### config.mk
export PLATFORM = sky130hd
export DESIGN_NAME = http_body_chunked_deframer
export DESIGN_NICKNAME = d
export VERILOG_FILES = /design/src/hw/rtl/hbcd_pkg.sv /design/src/hw/rtl/hbcd_core.sv /design/src/hw/rtl/http_body_chunked_deframer.sv
export SDC_FILE = /design/constraint.sdc
export NUM_CORES = 1
export LEC_CHECK = 0
export ABC_CLOCK_PERIOD_IN_PS = 5400
export BUFFER_PORTS_ARGS = -buffer_cell sky130_fd_sc_hd__buf_2
export CORE_MARGIN = 2
export CORE_UTILIZATION = 50
export DETAILED_ROUTE_END_ITERATION = 8
export GPL_TIMING_DRIVEN = 0
export PLACE_DENSITY = 0.68
export SLEW_MARGIN = 20
export SYNTH_ARGS = -nofsm -noshare
export SYNTH_HDL_FRONTEND = slang
export SYNTH_HIERARCHICAL = 1
export SYNTH_SLANG_ARGS = --single-unit
### constraint.sdc
create_clock -name i_clk -period 5.4 [get_ports i_clk]
set_clock_uncertainty 0.2 [all_clocks]
set_input_delay 0.27 -clock i_clk [delete_from_list [all_inputs] [get_ports i_clk]]
set_output_delay 0.27 -clock i_clk [all_outputs]
set_load 0.005 [all_outputs]
### src/hw/rtl/hbcd_pkg.sv
// ----------------------------------------------------------------------------
// hbcd_pkg
// Shared types, character codes and helpers for the HTTP body deframer.
// ----------------------------------------------------------------------------
package hbcd_pkg;

    // default width of the length and chunk-size counters
    localparam int unsigned LENGTH_BITS_DEF = 32;

    // line-end characters
    localparam logic [7:0] CH_CR = 8'h0D;
    localparam logic [7:0] CH_LF = 8'h0A;

    // item kinds on the input channel
    localparam logic ACT_START = 1'b0;
    localparam logic ACT_BYTE  = 1'b1;

    // body framing mode
    typedef enum logic [1:0] {
        MODE_IDLE    = 2'd0,
        MODE_CHUNKED = 2'd1,
        MODE_COUNTED = 2'd2,
        MODE_CLOSE   = 2'd3
    } t_body_mode;

    // position inside the chunked coding
    typedef enum logic [2:0] {
        PH_SIZE  = 3'd0,
        PH_DATA  = 3'd1,
        PH_SKIP1 = 3'd2,
        PH_SKIP2 = 3'd3,
        PH_TAIL  = 3'd4
    } t_chunk_phase;

    // one input request
    typedef struct packed {
        logic        action;
        logic [7:0]  data_byte;
        logic        chunked;
        logic        persistent;
        logic [31:0] body_length;
    } t_in_item;

    // one result
    typedef struct packed {
        logic       payload_valid;
        logic [7:0] payload_byte;
        logic       message_done;
        logic       leftover;
        logic       size_overflow;
    } t_result;

    // hex digit decode: bit 4 flags a digit, bits 3:0 hold its value
    function automatic logic [4:0] hex_digit(input logic [7:0] c);
        logic [4:0] r;
        r = '0;
        if (c inside {[8'h30:8'h39]}) begin
            r = {1'b1, 4'(c - 8'h30)};
        end else if (c inside {[8'h61:8'h66]}) begin
            r = {1'b1, 4'(c - 8'h57)};
        end else if (c inside {[8'h41:8'h46]}) begin
            r = {1'b1, 4'(c - 8'h37)};
        end
        return r;
    endfunction

endpackage

### src/hw/rtl/hbcd_core.sv
// ----------------------------------------------------------------------------
// hbcd_core
// Framing state and single-pass step logic: one request per enabled cycle.
// ----------------------------------------------------------------------------
module hbcd_core #(
    parameter int unsigned LENGTH_BITS = hbcd_pkg::LENGTH_BITS_DEF
) (
    input  logic               i_clk,
    input  logic               i_rst_n,
    input  logic               i_en,
    input  hbcd_pkg::t_in_item i_item,
    output hbcd_pkg::t_result  o_result
);

    localparam int unsigned W = LENGTH_BITS;

    // framing state
    hbcd_pkg::t_body_mode   r_mode,   n_mode;
    hbcd_pkg::t_chunk_phase r_phase,  n_phase;
    logic [W-1:0]           r_chunk,  n_chunk;
    logic [W-1:0]           r_body,   n_body;
    logic                   r_digits, n_digits;
    logic                   r_cr,     n_cr;

    // shared decode
    logic [W-1:0] w_len;
    logic [W-1:0] w_body_dec;
    logic [W-1:0] w_chunk_dec;
    logic [4:0]   w_hex;
    logic         w_line_end;
    logic         w_is_cr;
    logic         w_take_digit;
    logic         w_size_sat;

    assign w_len        = W'(i_item.body_length);
    assign w_body_dec   = r_body - W'(1);
    assign w_chunk_dec  = r_chunk - W'(1);
    assign w_hex        = hbcd_pkg::hex_digit(i_item.data_byte);
    assign w_is_cr      = (i_item.data_byte == hbcd_pkg::CH_CR);
    assign w_line_end   = r_cr && (i_item.data_byte == hbcd_pkg::CH_LF);
    assign w_take_digit = !r_digits && w_hex[4];
    assign w_size_sat   = (r_chunk[W-1 -: 4] != 4'd0);

    // next state
    always_comb begin
        n_mode   = r_mode;
        n_phase  = r_phase;
        n_chunk  = r_chunk;
        n_body   = r_body;
        n_digits = r_digits;
        n_cr     = r_cr;
        if (i_en) begin
            if (i_item.action == hbcd_pkg::ACT_START) begin
                n_phase  = hbcd_pkg::PH_SIZE;
                n_chunk  = '0;
                n_digits = 1'b0;
                n_cr     = 1'b0;
                if (i_item.chunked) begin
                    n_mode = hbcd_pkg::MODE_CHUNKED;
                    n_body = '0;
                end else if (i_item.persistent) begin
                    n_body = w_len;
                    n_mode = (w_len == '0) ? hbcd_pkg::MODE_IDLE : hbcd_pkg::MODE_COUNTED;
                end else begin
                    n_mode = hbcd_pkg::MODE_CLOSE;
                    n_body = w_len;
                end
            end else begin
                case (r_mode)
                    hbcd_pkg::MODE_IDLE: begin
                    end
                    hbcd_pkg::MODE_COUNTED: begin
                        n_body = w_body_dec;
                        if (w_body_dec == '0) begin
                            n_mode = hbcd_pkg::MODE_IDLE;
                        end
                    end
                    hbcd_pkg::MODE_CLOSE: begin
                        n_body = w_body_dec;
                    end
                    hbcd_pkg::MODE_CHUNKED: begin
                        case (r_phase)
                            hbcd_pkg::PH_SIZE: begin
                                if (w_take_digit) begin
                                    if (w_size_sat) begin
                                        n_chunk = '1;
                                    end else begin
                                        n_chunk = {r_chunk[W-5:0], w_hex[3:0]};
                                    end
                                end else begin
                                    n_digits = 1'b1;
                                end
                                if (w_line_end) begin
                                    n_phase  = (n_chunk == '0) ? hbcd_pkg::PH_TAIL
                                                               : hbcd_pkg::PH_DATA;
                                    n_digits = 1'b0;
                                    n_cr     = 1'b0;
                                end else begin
                                    n_cr = w_is_cr;
                                end
                            end
                            hbcd_pkg::PH_DATA: begin
                                n_chunk = w_chunk_dec;
                                if (w_chunk_dec == '0) begin
                                    n_phase = hbcd_pkg::PH_SKIP1;
                                end
                            end
                            hbcd_pkg::PH_SKIP1: begin
                                n_phase = hbcd_pkg::PH_SKIP2;
                            end
                            hbcd_pkg::PH_SKIP2: begin
                                n_phase  = hbcd_pkg::PH_SIZE;
                                n_chunk  = '0;
                                n_digits = 1'b0;
                                n_cr     = 1'b0;
                            end
                            default: begin
                                // waiting for the CR LF after the last chunk
                                if (w_line_end) begin
                                    n_mode   = hbcd_pkg::MODE_IDLE;
                                    n_body   = '0;
                                    n_phase  = hbcd_pkg::PH_SIZE;
                                    n_chunk  = '0;
                                    n_digits = 1'b0;
                                    n_cr     = 1'b0;
                                end else begin
                                    n_cr = w_is_cr;
                                end
                            end
                        endcase
                    end
                    default: begin
                    end
                endcase
            end
        end
    end

    // result for the current request
    always_comb begin
        o_result = '0;
        if (i_item.action == hbcd_pkg::ACT_START) begin
            if (!i_item.chunked) begin
                o_result.message_done = (w_len == '0);
            end
        end else begin
            case (r_mode)
                hbcd_pkg::MODE_IDLE: begin
                    o_result.leftover     = 1'b1;
                    o_result.payload_byte = i_item.data_byte;
                end
                hbcd_pkg::MODE_COUNTED,
                hbcd_pkg::MODE_CLOSE: begin
                    o_result.payload_valid = 1'b1;
                    o_result.payload_byte  = i_item.data_byte;
                    o_result.message_done  = (w_body_dec == '0);
                end
                hbcd_pkg::MODE_CHUNKED: begin
                    case (r_phase)
                        hbcd_pkg::PH_SIZE: begin
                            o_result.size_overflow = w_take_digit && w_size_sat;
                        end
                        hbcd_pkg::PH_DATA: begin
                            o_result.payload_valid = 1'b1;
                            o_result.payload_byte  = i_item.data_byte;
                        end
                        hbcd_pkg::PH_SKIP1,
                        hbcd_pkg::PH_SKIP2: begin
                        end
                        default: begin
                            o_result.message_done = w_line_end;
                        end
                    endcase
                end
                default: begin
                end
            endcase
        end
    end

    // state registers
    always_ff @(posedge i_clk) begin
        if (!i_rst_n) begin
            r_mode   <= hbcd_pkg::MODE_IDLE;
            r_phase  <= hbcd_pkg::PH_SIZE;
            r_chunk  <= '0;
            r_body   <= '0;
            r_digits <= 1'b0;
            r_cr     <= 1'b0;
        end else begin
            r_mode   <= n_mode;
            r_phase  <= n_phase;
            r_chunk  <= n_chunk;
            r_body   <= n_body;
            r_digits <= n_digits;
            r_cr     <= n_cr;
        end
    end

endmodule

### src/hw/rtl/http_body_chunked_deframer.sv
// ----------------------------------------------------------------------------
// http_body_chunked_deframer
// Byte-wide HTTP/1.1 message body deframer (chunked, counted, close-delimited).
// ----------------------------------------------------------------------------
// Usage:
//   Input channel (i_valid/o_ready) carries one request per accept: a start
//   request (i_action = 0) loads the body mode from i_chunked, i_persistent and
//   i_body_length; a byte request (i_action = 1) carries i_data_byte.
//   Output channel (o_valid/i_ready) returns exactly one result per request:
//   body data flag and byte, message completion, leftover marking for bytes
//   outside a body, and chunk-size overflow.
//   A request waits in the request register until the result register frees.
//   Throughput: one request per cycle while i_ready stays high; the request
//   register and the result register form a two-entry pipeline, and the step
//   logic between them is a single pass through the framing state.
//   A stalled receiver holds the result register; the request register still
//   takes one more request, after which o_ready drops until the result drains.
//   Reset (synchronous, active low) empties both registers and returns the
//   framing state to idle header mode.
// ----------------------------------------------------------------------------
module http_body_chunked_deframer #(
    parameter int unsigned LENGTH_BITS = hbcd_pkg::LENGTH_BITS_DEF
) (
    input  logic        i_clk,
    input  logic        i_rst_n,
    // request channel
    input  logic        i_valid,
    output logic        o_ready,
    input  logic        i_action,
    input  logic [7:0]  i_data_byte,
    input  logic        i_chunked,
    input  logic        i_persistent,
    input  logic [31:0] i_body_length,
    // result channel
    output logic        o_valid,
    input  logic        i_ready,
    output logic        o_payload_valid,
    output logic [7:0]  o_payload_byte,
    output logic        o_message_done,
    output logic        o_leftover,
    output logic        o_size_overflow
);

    logic               r_in_valid;
    hbcd_pkg::t_in_item r_in;
    logic               r_out_valid;
    hbcd_pkg::t_result  r_out;
    hbcd_pkg::t_result  w_result;
    logic               w_adv;

    // request register moves into the result register when that one is free
    assign w_adv   = r_in_valid && (!r_out_valid || i_ready);
    assign o_ready = !r_in_valid || w_adv;

    // valid flags
    always_ff @(posedge i_clk) begin
        if (!i_rst_n) begin
            r_in_valid  <= 1'b0;
            r_out_valid <= 1'b0;
        end else begin
            if (o_ready) begin
                r_in_valid <= i_valid;
            end
            if (w_adv) begin
                r_out_valid <= 1'b1;
            end else if (i_ready) begin
                r_out_valid <= 1'b0;
            end
        end
    end

    // payload registers
    always_ff @(posedge i_clk) begin
        if (o_ready && i_valid) begin
            r_in.action      <= i_action;
            r_in.data_byte   <= i_data_byte;
            r_in.chunked     <= i_chunked;
            r_in.persistent  <= i_persistent;
            r_in.body_length <= i_body_length;
        end
        if (w_adv) begin
            r_out <= w_result;
        end
    end

    // framing step
    hbcd_core #(
        .LENGTH_BITS (LENGTH_BITS)
    ) u_core (
        .i_clk    (i_clk),
        .i_rst_n  (i_rst_n),
        .i_en     (w_adv),
        .i_item   (r_in),
        .o_result (w_result)
    );

    assign o_valid         = r_out_valid;
    assign o_payload_valid = r_out.payload_valid;
    assign o_payload_byte  = r_out.payload_byte;
    assign o_message_done  = r_out.message_done;
    assign o_leftover      = r_out.leftover;
    assign o_size_overflow = r_out.size_overflow;

    // an empty result register never blocks new requests
    a_ready_when_empty : assert property (@(posedge i_clk) disable iff (!i_rst_n)
        !o_valid |-> o_ready)
        else $error("request channel stalled with empty result register");

    // body data and leftover are exclusive
    a_data_xor_left : assert property (@(posedge i_clk) disable iff (!i_rst_n)
        o_valid |-> !(o_payload_valid && o_leftover))
        else $error("byte flagged as body data and leftover");

    // overflow only on a size-line digit
    a_ovf_alone : assert property (@(posedge i_clk) disable iff (!i_rst_n)
        (o_valid && o_size_overflow) |-> (!o_payload_valid && !o_message_done && !o_leftover))
        else $error("size overflow with other result flags");

    // a result is only produced from a held request
    a_out_from_in : assert property (@(posedge i_clk) disable iff (!i_rst_n)
        $rose(o_valid) |-> $past(r_in_valid))
        else $error("result appeared without a request");

endmodule
==> summary.md <==
| Metric | Value |
|---|---|
| Clock Power Share | 0.413 |
| CP startpoint kind | register |
| Seq/Total Area, Yosys | 0.395 |
| # diodes | 0 |
| CTS sink cnt | 128 |
| DR vias | 7959 |
| DIE WIDTH | 130 um |
| MaxCap Viol Count | 0 |
| Mean area per synthesized cell | 8.44 um2 |
| RSZ-0062 raised after global routing | false |
| Psw | 800 uW |
| Clk Tree Root Cell | clkbuf_16 |
| Drt pass-1 iters | 5 |
| Setup tns final | 0 ps |
| DRT antenna net count | 0 |
| Endpoint class of the critical path | register |
| Logic pwr share | 0.192 |
| Initial antenna violation count | 0 |
| Utilization after layout | 0.624 |
| RR Startpoint | u_core/r_body[9]$_SDFFE_PN0P_ |
| RR Endpoint | u_core/r_mode[1]$_SDFFE_PN0P_ |
| Cells after Synth | 934 |
| Worst skew pair latency | 430 ps |
| Largest net degree at the start of global routing | 25 |
| Clk buf depth | 2 |
| Count leader, synth | nor2_1 |
| Relative slew slack | 0.352 |
| CTS Buf Count | 17 |
| Vias in the first global route | 7540 |
| Crit Path Max Fanout | 8 |
| Fmax | 266 MHz |
| Placed Instances | 1207 |
| Yosys warning total | 6 |
| Post-synth EDFFs | 55 |
| Layout cells sized above 1 | 0.115 |
| Layout fillers | 1362 |
| Gpl congestion | 0.960 |
| Most used flip-flop cell after synthesis | dfxtp_1 |
| # setup viols final | 0 |
| R2r setup slk | 1650 ps |
| Die height | 130 um |
| CTS tree | built |
| IO Port Bufs | 60 |
| Sequential power share | 0.395 |
| Run status | finished, final reports clean |
| Final Non-Filler Cells | 1285 |
| Async SR Flop Fraction | 0 |
| Drt initial violations | 897 |
| Final worst path period share | 0.695 |
| Htree depth | 4 |
| Synth unique cells | 77 |
| First-pass GRT wire length | 39100 um |
| Row cnt | 45 |
| DRC violation count after routing | 0 |
| Sw Ratio | 0.290 |
| Synth top area share | 0.209 |
| Final WL | 24600 um |
| Seq. cell area | 3110 um2 |
| # nets final | 1117 |
| P_int | 1960 uW |
| Synthesized net count | 989 |
| DR vias/cell | 6.19 |
| Die area | 16800 um2 |
| Most frequent cells after synthesis | nor2_1, clkbuf_1, dfxtp_1 |
| Worst EP required | 5520 ps |
| Min Tclk post-route | 3750 ps |
| Initial Util | 0.515 |
| Synthesized area | 7890 um2 |
| Area taken by multi-input logic gates | 4370 um2 |
| Power Total | 2760 uW |
| CTS resizes | 0 |
| Worst VDD drop | 0.000239 V |
| Seq cells post-synth | 128 |
| Lkg Pwr | 0.00353 uW |
| Area grow syn2layout | 21.2% |
| HP Class | in2reg |
| Power density over cell area | 288 nW/um2 |
| Crit path DAT | 3870 ps |
| Setup CP Type | reg2reg |
| Total Routing Usage GR | 0.303 |
| Post-DP HPWL | 17000 um |
| Worst Setup SP | u_core/r_body[9]$_SDFFE_PN0P_ |
| Post-DR wirelength/cell | 19.1 um |
| Core Box Area | 15300 um2 |
| Ports | 61 |
| Worst Setup EP | u_core/r_mode[1]$_SDFFE_PN0P_ |
| GRT Residual Overflow | 0 |
| Max-slew violation total from the final report | 0 |
| Reg2reg path depth | 8 |
| Top post-synthesis cells by area | edfxtp_1, dfxtp_1, nor2_1 |
| Final hold violations | 0 |
| Area leader, netlist | edfxtp_1 |
| Reg clk slew, reported paths | 60 ps |
| Worst-Margin Slew | 964 ps |
## cells in the final DEF, fill, tap and decap left out, types with 15 or more instances in the layout
master and n:
and2_1 31, inv_1 22, dlygate4sd3_1 47, edfxtp_1 55, clkbuf_16 17, nor4_1 35
nor3_1 57, dfxtp_1 73, a21oi_1 32, nor2b_1 30, o21ai_0 60, a22oi_1 33
o32ai_1 17, clkbuf_1 75, xnor2_1 19, nand2_1 47, nor2_1 98, buf_2 66
nand4_1 15
## power groups by stage
| stage | clock, uW | combinational (uW) | sequential (uW) |
|---|---|---|---|
| 3_3_place_gp | 0 | 484 | 1110 |
| 3_5_place_dp | 0 | 488 | 1110 |
| 4_1_cts | 1150 | 517 | 1090 |
| 2_1_floorplan | 0 | 353 | 1100 |
| 5_1_grt | 1190 | 574 | 1090 |
| 6_report | 1140 | 530 | 1090 |
## layout make-up
| class | count | area share |
|---|---|---|
| plain buffers | 86 | 0.0361 |
| clock buffers | 18 | 0.0460 |
| clock inverters | 13 | 0.0144 |
| inverters | 22 | 0.00864 |
| multi-input cells | 698 | 0.457 |
| flip-flops and latches | 128 | 0.326 |
| well taps | 211 | 0.0276 |
| repair buffers | 109 | 0.0847 |
## registers in the layout, indices dropped and copies added (netlist names), 2 cells and up
name and count:
r_in 43, u_core/r_body 32, u_core/r_chunk 32, o_payload_byte 8, u_core/r_phase 3, u_core/r_mode 2
## per-stage QoR
stage | setup WS (ps) | hold WS [ps] | instance area (um2)
finish | 1650 | 259 | 9560
CTS | 1750 | 253 | 9560
global route | 1430 | 278 | 9560
global placement | 1250 | 246 | 8450
detailed placement | 1780 | 248 | 8510
floorplan | 2130 | 169 | 7890
## logic make-up (layout without fill, tap and decap cells)
group | after synthesis | count (layout) | synth area share
xor+xnor | 28 | 28 | 0.0311
mux | 4 | 4 | 0.00523
compound gates | 254 | 254 | 0.223
simple gates | 404 | 404 | 0.279
buf+inv | 108 | 248 | 0.0543
fa+ha+maj | 8 | 8 | 0.0127
flops | 128 | 128 | 0.395
## metal layers
| metal | GRT usage | wire length, um | vias to the layer above | part of all wire |
|---|---|---|---|---|
| li1 | - | - | 3754 | - |
| met5 | 0 | 0 | - | 0 |
| met2 | 0.509 | 11900 | 387 | 0.48 |
| met3 | 0.0549 | 1740 | 81 | 0.071 |
| met4 | 0.145 | 924 | 0 | 0.038 |
| met1 | 0.376 | 10100 | 3737 | 0.41 |
## worst min-delay path by stage
| stage | depth (start not counted) | from | slack [ps] | to |
|---|---|---|---|---|
| 2_1_floorplan | 0 | i_body_length[0] | 170 | r_in[0]$_DFFE_PP_ |
| 3_3_place_gp | 1 | i_body_length[30] | 250 | r_in[30]$_DFFE_PP_ |
| 3_5_place_dp | 1 | i_data_byte[2] | 250 | r_in[36]$_DFFE_PP_ |
| 5_1_grt | 3 | i_ready | 280 | o_message_done$_DFFE_PP_ |
| 4_1_cts | 3 | i_ready | 250 | o_message_done$_DFFE_PP_ |
| 6_report | 3 | i_ready | 260 | o_message_done$_DFFE_PP_ |
## timing repair
item,CTS,global route
buffers inserted,0,0
hold buffers,47,0
endpoints found under the hold margin,45,0
## worst max-delay path: stages (launching register included)
cell      delay, ps
dfxtp_1         290
clkbuf_1        170
nor4_1          660
nand3_1         290
or4b_2          740
xor2_1          230
nand4_1         120
or4_1           580
o311a_1         360
No activity file was read; power rests on OpenSTA's default activity.
